### src/hw/rtl/tcm_div.sv
// ---------------------------------------------------------------------------
// Pipelined signed divider
// Restoring division, one quotient bit per stage, truncating toward zero.
// Quotients beyond QB bits saturate in magnitude. Sideband rides along.
// ---------------------------------------------------------------------------
module tcm_div #(
   parameter int NUM_W  = 29,
   parameter int DEN_W  = 17,
   parameter int QB     = 11,
   parameter int SIDE_W = 1
) (
   input  logic                    clock,
   input  logic                    reset,
   input  logic                    in_valid,
   output logic                    in_ready,
   input  logic signed [NUM_W-1:0] in_num,
   input  logic signed [DEN_W-1:0] in_den,
   input  logic [SIDE_W-1:0]       in_side,
   output logic                    out_valid,
   input  logic                    out_ready,
   output logic signed [QB:0]      out_quot,
   output logic [SIDE_W-1:0]       out_side
);

   localparam int NS    = QB + 1;
   localparam int CMP_W = NUM_W + DEN_W + QB;

   logic [NS-1:0]     vld_ff;
   logic [NS:0]       en;
   logic [NUM_W-1:0]  rem_ff  [NS];
   logic [DEN_W-1:0]  den_ff  [NS];
   logic [QB-1:0]     quo_ff  [NS];
   logic [SIDE_W-1:0] side_ff [NS];
   logic [NS-1:0]     neg_ff;
   logic [NS-1:0]     ovf_ff;

   logic             num_neg;
   logic             den_neg;
   logic [NUM_W-1:0] num_mag;
   logic [DEN_W-1:0] den_mag;
   logic             ovf_in;
   logic [QB-1:0]    qmag;

   // Stall chain: a stage moves when empty or when the next one moves
   always_comb begin
      en[NS] = out_ready;
      for (int i = NS - 1; i >= 0; i--) begin
         en[i] = !vld_ff[i] || en[i+1];
      end
   end

   always_ff @(posedge clock) begin
      if (reset) begin
         vld_ff <= '0;
      end else begin
         if (en[0]) begin
            vld_ff[0] <= in_valid;
         end
         for (int i = 1; i < NS; i++) begin
            if (en[i]) begin
               vld_ff[i] <= vld_ff[i-1];
            end
         end
      end
   end

   // Take magnitudes and flag quotients too large to hold
   assign num_neg = in_num[NUM_W-1];
   assign den_neg = in_den[DEN_W-1];
   assign num_mag = num_neg ? (~in_num + NUM_W'(1)) : in_num;
   assign den_mag = den_neg ? (~in_den + DEN_W'(1)) : in_den;
   assign ovf_in  = CMP_W'(num_mag) >= (CMP_W'(den_mag) << QB);

   always_ff @(posedge clock) begin
      if (en[0]) begin
         rem_ff[0]  <= num_mag;
         den_ff[0]  <= den_mag;
         quo_ff[0]  <= '0;
         neg_ff[0]  <= num_neg ^ den_neg;
         ovf_ff[0]  <= ovf_in;
         side_ff[0] <= in_side;
      end
   end

   // One quotient bit per stage, most significant first
   for (genvar g = 1; g < NS; g++) begin : g_step
      localparam int B = QB - g;
      logic [CMP_W-1:0] trial;
      logic [CMP_W-1:0] diff;
      logic             take;
      logic [QB-1:0]    qn;

      always_comb begin
         trial = CMP_W'(den_ff[g-1]) << B;
         diff  = CMP_W'(rem_ff[g-1]) - trial;
         take  = CMP_W'(rem_ff[g-1]) >= trial;
         qn    = quo_ff[g-1];
         qn[B] = take;
      end

      always_ff @(posedge clock) begin
         if (en[g]) begin
            rem_ff[g]  <= take ? diff[NUM_W-1:0] : rem_ff[g-1];
            den_ff[g]  <= den_ff[g-1];
            quo_ff[g]  <= qn;
            neg_ff[g]  <= neg_ff[g-1];
            ovf_ff[g]  <= ovf_ff[g-1];
            side_ff[g] <= side_ff[g-1];
         end
      end
   end

   // Saturate and restore the sign
   assign qmag      = ovf_ff[NS-1] ? '1 : quo_ff[NS-1];
   assign out_quot  = neg_ff[NS-1] ? -signed'({1'b0, qmag}) : signed'({1'b0, qmag});
   assign out_side  = side_ff[NS-1];
   assign out_valid = vld_ff[NS-1];
   assign in_ready  = en[0];

endmodule

### config.mk
export PLATFORM = sky130hd
export DESIGN_NAME = tcm_div
export DESIGN_NICKNAME = d
export VERILOG_FILES = /design/src/hw/rtl/tcm_div.sv
export SDC_FILE = /design/constraint.sdc
export NUM_CORES = 1
export LEC_CHECK = 0
export ABC_AREA = 1
export ABC_CLOCK_PERIOD_IN_PS = 7000
export BUFFER_PORTS_ARGS = -buffer_cell sky130_fd_sc_hd__clkbuf_2
export CAP_MARGIN = 30
export CELL_PAD_IN_SITES_DETAIL_PLACEMENT = 1
export CELL_PAD_IN_SITES_GLOBAL_PLACEMENT = 2
export CORE_ASPECT_RATIO = 1.25
export CORE_UTILIZATION = 36
export DETAILED_ROUTE_END_ITERATION = 10
export PLACE_DENSITY_LB_ADDON = 0.3
export SLEW_MARGIN = 30
export SYNTH_ARGS = -nofsm -noshare
export SYNTH_HDL_FRONTEND = slang
export SYNTH_SLANG_ARGS = --single-unit
### constraint.sdc
create_clock -name clock -period 7 [get_ports clock]
set_input_delay 1.05 -clock clock [delete_from_list [all_inputs] [get_ports clock]]
set_output_delay 1.05 -clock clock [all_outputs]
set_load 0.02 [all_outputs]
==> Word level (Yosys, flattened, before mapping) <==
Memory sizes are Yosys's and may differ from the RTL's.
Index checks and enable logic that the tools add are counted.
{ "classes": {"addsub": 14, "div_mod_pow": 0, "reduce_logical": 24, "n_eq_ne": 0, "bitwise": 3, "multipliers": 0, "mux": 39, "magnitude_cmp": 12, "shift": 0} }
{ "ops": {"columns": ["cell", "n"], "rows": [
  ["$mux W29", 12],
  ["$add A29 B2 Y29 const B", 1],
  ["$ge A29 B17 Y1", 1],
  ["$ge A29 B18 Y1", 1],
  ["$ge A29 B19 Y1", 1],
  ["$ge A29 B20 Y1", 1],
  ["$ge A29 B21 Y1", 1],
  ["$ge A29 B22 Y1", 1],
  ["$ge A29 B23 Y1", 1],
  ["$ge A29 B24 Y1", 1],
  ["$ge A29 B25 Y1", 1],
  ["$ge A29 B26 Y1", 1],
  ["$ge A29 B27 Y1", 1],
  ["$ge A29 B28 Y1", 1],
  ["$not A29 Y29", 1],
  ["$sub A29 B17 Y29", 1],
  ["$sub A29 B18 Y29", 1],
  ["$sub A29 B19 Y29", 1],
  ["$sub A29 B20 Y29", 1],
  ["$sub A29 B21 Y29", 1],
  ["$sub A29 B22 Y29", 1],
  ["$sub A29 B23 Y29", 1],
  ["$sub A29 B24 Y29", 1],
  ["$sub A29 B25 Y29", 1],
  ["12 further kinds", 57]
]} }
{ "totals": {"rom_bits": 0, "latchBits": 0, "output_inout_bits": 15, "wordCells": 132, "mem_bits_rw": 696, "in_bits": 51, "mem_count": 4, "ff_bits": 36} }
{ "mem_list": {"columns": ["memory", "words", "width", "rd", "rd_clocked_by_memory_dff", "wr", "line_no", "rtl"], "rows": [
  ["rem_ff", 12, 29, 11, 0, 12, "30", "logic [NUM_W-1:0] rem_ff [NS];"],
  ["den_ff", 12, 17, 11, 0, 12, "31", "logic [DEN_W-1:0] den_ff [NS];"],
  ["quo_ff", 12, 11, 12, 0, 12, "32", "logic [QB-1:0] quo_ff [NS];"],
  ["side_ff", 12, 1, 12, 0, 12, "33", "logic [SIDE_W-1:0] side_ff [NS];"]
]} }

==> Longest topological paths before layout <==
{ "depth": {"depth_word": 15, "depth_mapped": 20, "depth_no_buf": 20} }

==> Least setup slack after synthesis <==
No wires, ideal clock.
{ "synth_timing": {"path_kind": "input to output", "startpoint": "input port out_ready", "endpoint": "output port in_ready", "stages": 6, "arrival_ps": 6655, "n_path_buf": 0, "t_required_ps": 5950, "setup_slack_ps": -705, "path_cell_list": "inv_1 > nand4_2 > nor3_1 > nand4_1 > nor2_2 > nand4_1"} }
{ "synth_via": {"elab_chain_len": 12} }
{ "synth_rtl": {"columns": ["item", "line_no", "rtl"], "rows": [
  ["start: declaration", "20", "input logic out_ready,"],
  ["$logic_or A1 B1 Y1 (3 in series)", "48", "en[i] = !vld_ff[i] || en[i+1];"],
  ["net en[9]", "29", "logic [NS:0] en;"],
  ["$logic_or A1 B1 Y1 (5 in series)", "48", null],
  ["net en[4]", "29", null],
  ["$logic_or A1 B1 Y1 (4 in series)", "48", null],
  ["end: declaration", "15", "output logic in_ready,"]
]} }
The timed path passes the listed nets, and every way through them passes these cells.

==> Worst setup path in the final report <==
{ "layout_timing": {"startpoint": "register ovf_ff[11]", "endpoint": "output port out_quot[10]"} }
{ "layout_via": {"elab_chain_len": 3} }
{ "layout_rtl": {"columns": ["item", "line_no", "rtl"], "rows": [
  ["start: declaration", "35", "logic [NS-1:0] ovf_ff;"],
  ["start signal: indexed assignment", "107", "ovf_ff[g] <= ovf_ff[g-1];"],
  ["$mux W11 *", "114", "assign qmag = ovf_ff[NS-1] ? '1 : quo_ff[NS-1];"],
  ["$neg A11 Y12", "115", "assign out_quot = neg_ff[NS-1] ? -signed'({1'b0, qmag}) : signed'({1'b0, qmag});"],
  ["$mux W12 *", "115", null],
  ["end: declaration", "21", "output logic signed [QB:0] out_quot,"]
]} }
Mark *: on every way between the ends. The rest lies on a longest branch, timed or not.

==> results.md <==
* Clk slew on worst S/H paths at 60 ps
* Static leakage at 18.1 nW
* Gr usage total at 22.2%
* Setup Skew at 31.0 ps
* Total CTS buffers at 69
* Die area at 104000 µm²
* Fin crit period at 4170 ps
* Slew headroom at 40.1%
* FMAX at 0.240 GHz
* Initial antenna violation count at 2
* Reg2reg path depth at 10
* Largest net degree at the start of global routing at 61
* Pwr per Cell Area at 431 nW/µm²
* Final setup viols at 0
* Hold Path Origin: quo_ff[5][10]
* Fin util at 40.3%
* Origin of the worst setup path: ovf_ff[11]
* Via density at 5.03
* Startpoint Class: flip-flop
* Vias at 28900
* DP Wirelength at 94.5 mm
* Required time of the critical path at 5950 ps
* Cts hold-fix bufs at 0
* Clock Latency Late Sink at 650 ps
* Critical Path Sink: out_quot[10]
* Synth area leader: edfxtp_1
* Root buf cell: clkbuf_16
* Row count at 131
* Crit path capture type: output port
* FF-to-FF Start: rem_ff[1][18]
* Worst path arrival time at 3120 ps
* CTS tree: yes
* Reg2reg end: rem_ff[2][25]
* Filler cell count at 12000
* Bufs on Longest Clock Path at 3
* Routed wire length at 114 mm
* Setup bufs post-CTS at 0
* Die width at 289 µm
* VDD IR-drop max at 165 µV
* Yosys top cell area share at 49.1%
* Largest cells by area after synthesis: edfxtp_1, nand2_1, ha_1
* First-pass GRT wire length at 176 mm
* Mapped Cells at 4256
* DRC viols at 0
* Setup ws final at 2830 ps
* Port-buffer cells at 65
* Crit Path Class: flip-flop to output port
* RSZ-0062 raised after global routing: false
* Vias in the first global route at 30700
* Layout cells sized above 1 at 6.74%
* Least-Margin Pin Slew at 896 ps
* Tcrit/Tclk final at 59.6%
* Worst min-delay path category: flip-flop to flip-flop
* CP max FO at 12
* Fin Setup TNS at 0 ps
* CTS H-tree depth at 3
* Area Growth Syn to Fin at 10.9%
* Net count after synthesis at 4525
* # Max-Cap Violations at 0
* Worst slack at placement at 3130 ps
* Antenna-violating nets left at 0
* Initial DRT Pass Iterations at 5
* Overflow left after global routing at 0
* Final hold violation count at 0
* GPL Wtd Cong at 0.875
* Status: finished, final reports clean
* Asr flop ratio synth at 0%
* Synthesized area at 37200 µm²
* Max Slew Vio Count at 0
* WL/cell at 19.8 µm
* Cell variety after synth at 56
* Post-synth EDFFs at 608
* Quantity of gates resized following cts at 0
* Num ports at 66
* Clk sinks at 620
* Most common flop cell mapped by yosys: edfxtp_1
* Sequential element share of the synthesized area at 49.8%
* Post-layout nets at 4636
* Synthesized flop and latch total at 620
* DRT iter0 DRCs at 1397
* Reg2Reg Setup Slack at 3800 ps
* Syn Area/Cell at 8.73 µm²
* Die height at 361 µm
* Core area at 102000 µm²
* Yosys warns at 0
* Initial core utilization at 36.4%
[critical path, stage by stage (launching register included)]
cell,delay (ps)
edfxtp_1,560
or2_2,370
inv_1,60
ha_1,160
nand3_1,80
nand2_1,110
o21ai_0,130
nor2_1,180
o21ai_0,150
xnor2_1,420
inv_1,80
clkbuf_2,170
[Yosys cell counts, types with 20 or more instances]
cell / count
nor2_1: 402
edfxtp_1: 608
nor3_1: 62
inv_1: 637
nand2_1: 1112
xor2_1: 92
a21o_1: 20
xnor2_1: 77
nand3_1: 208
nand2_2: 24
nand4_1: 115
o21ai_0: 166
ha_1: 208
a21oi_2: 26
o21ai_1: 63
a21oi_1: 257
[stage by stage]
stage                     std cells  hold WS (ps)  power (mW)  area [µm²]
after detailed placement       5626           405        14.3       39000
after floorplan                4256           400        11.6       37200
after CTS                      5749           408        18.0       41200
final                          5750           413        17.8       41200
after global routing           5749           420        19.1       41200
after global placement         5626           401        14.2       39000
[cells in the final DEF (no fill, tap or decap), types with 9 or more instances in the layout]
master and n:
nand2_1 1110, inv_1 632, edfxtp_1 608, nor2_1 401, a21oi_1 257, ha_1 208, nand3_1 206, o21ai_0 166
nand4_1 115, xor2_1 92, xnor2_1 77, clkbuf_16 70, clkbuf_2 65, o21ai_1 63, nor3_1 61, nand2_2 26
a21oi_2 26, a21o_1 20, o21bai_1 15, buf_4 15, o21ai_2 13, nand3b_1 12, clkinv_1 12, dfxtp_1 12
fa_1 10, clkinv_2 10, inv_2 9, nor2_2 9
[logic make-up (layout without fill, tap and decap cells)]
kind of cell / count (synthesis) / in the layout / share of synthesized area [%]
other: 0 / 1 / 0
XOR/XNOR: 169 / 169 / 3.98
AND/OR/NAND/NOR: 1980 / 1980 / 22.5
AO/OA/AOI/OAI: 585 / 585 / 8.75
adder cells (fa/ha/maj): 218 / 218 / 7.54
buffers and inverters: 684 / 847 / 7.42
flip-flops: 620 / 620 / 49.8
[how the worst min path moves through the flow]
stage | end | slack [ps] | cells past startpoint
after floorplan | neg_ff[10] | 400 | 0
after global placement | quo_ff[5][4] | 400 | 0
after detailed placement | side_ff[2][3] | 410 | 0
after CTS | quo_ff[5][21] | 410 | 0
after global routing | quo_ff[5][2] | 420 | 0
final | quo_ff[5][21] | 410 | 0
[cell type report]
class,count,area [µm²],share of cell area [%]
repair buffers,80,438,1.06
flip-flops and latches,620,18500,44.9
inverters,644,2430,5.90
well taps,1330,1660,4.04
multi-input cells,2952,15900,38.7
clock buffers,78,1790,4.35
diodes,1,2.50,0.00608
clock inverters,45,437,1.06
[flip-flops by register name, indices dropped and copies added (netlist names)]
register	cells
side_ff	12
neg_ff	12
den_ff	187
quo_ff	66
vld_ff	12
ovf_ff	12
rem_ff	319
[metal layers]
metal  routed length, µm  up-vias  global-route usage, %  part of all wire [%]
met4                4930        2                   9.70                   4.3
met1               45200    13900                   25.0                    40
met5                  12        -                      0                 0.011
met2               60700      412                   41.4                    53
li1                    -    14400                      -                     -
met3                3060      198                   2.41                   2.7
[power breakdown]
part	switching (mW)	internal [mW]	leakage, nW
Clock	1.58	2.02	1.08
Combinational	5.21	2.66	10.5
Sequential	0.801	5.50	6.46
Total	7.59	10.2	18.1
Note: power is estimated with default switching activity, not from simulation.
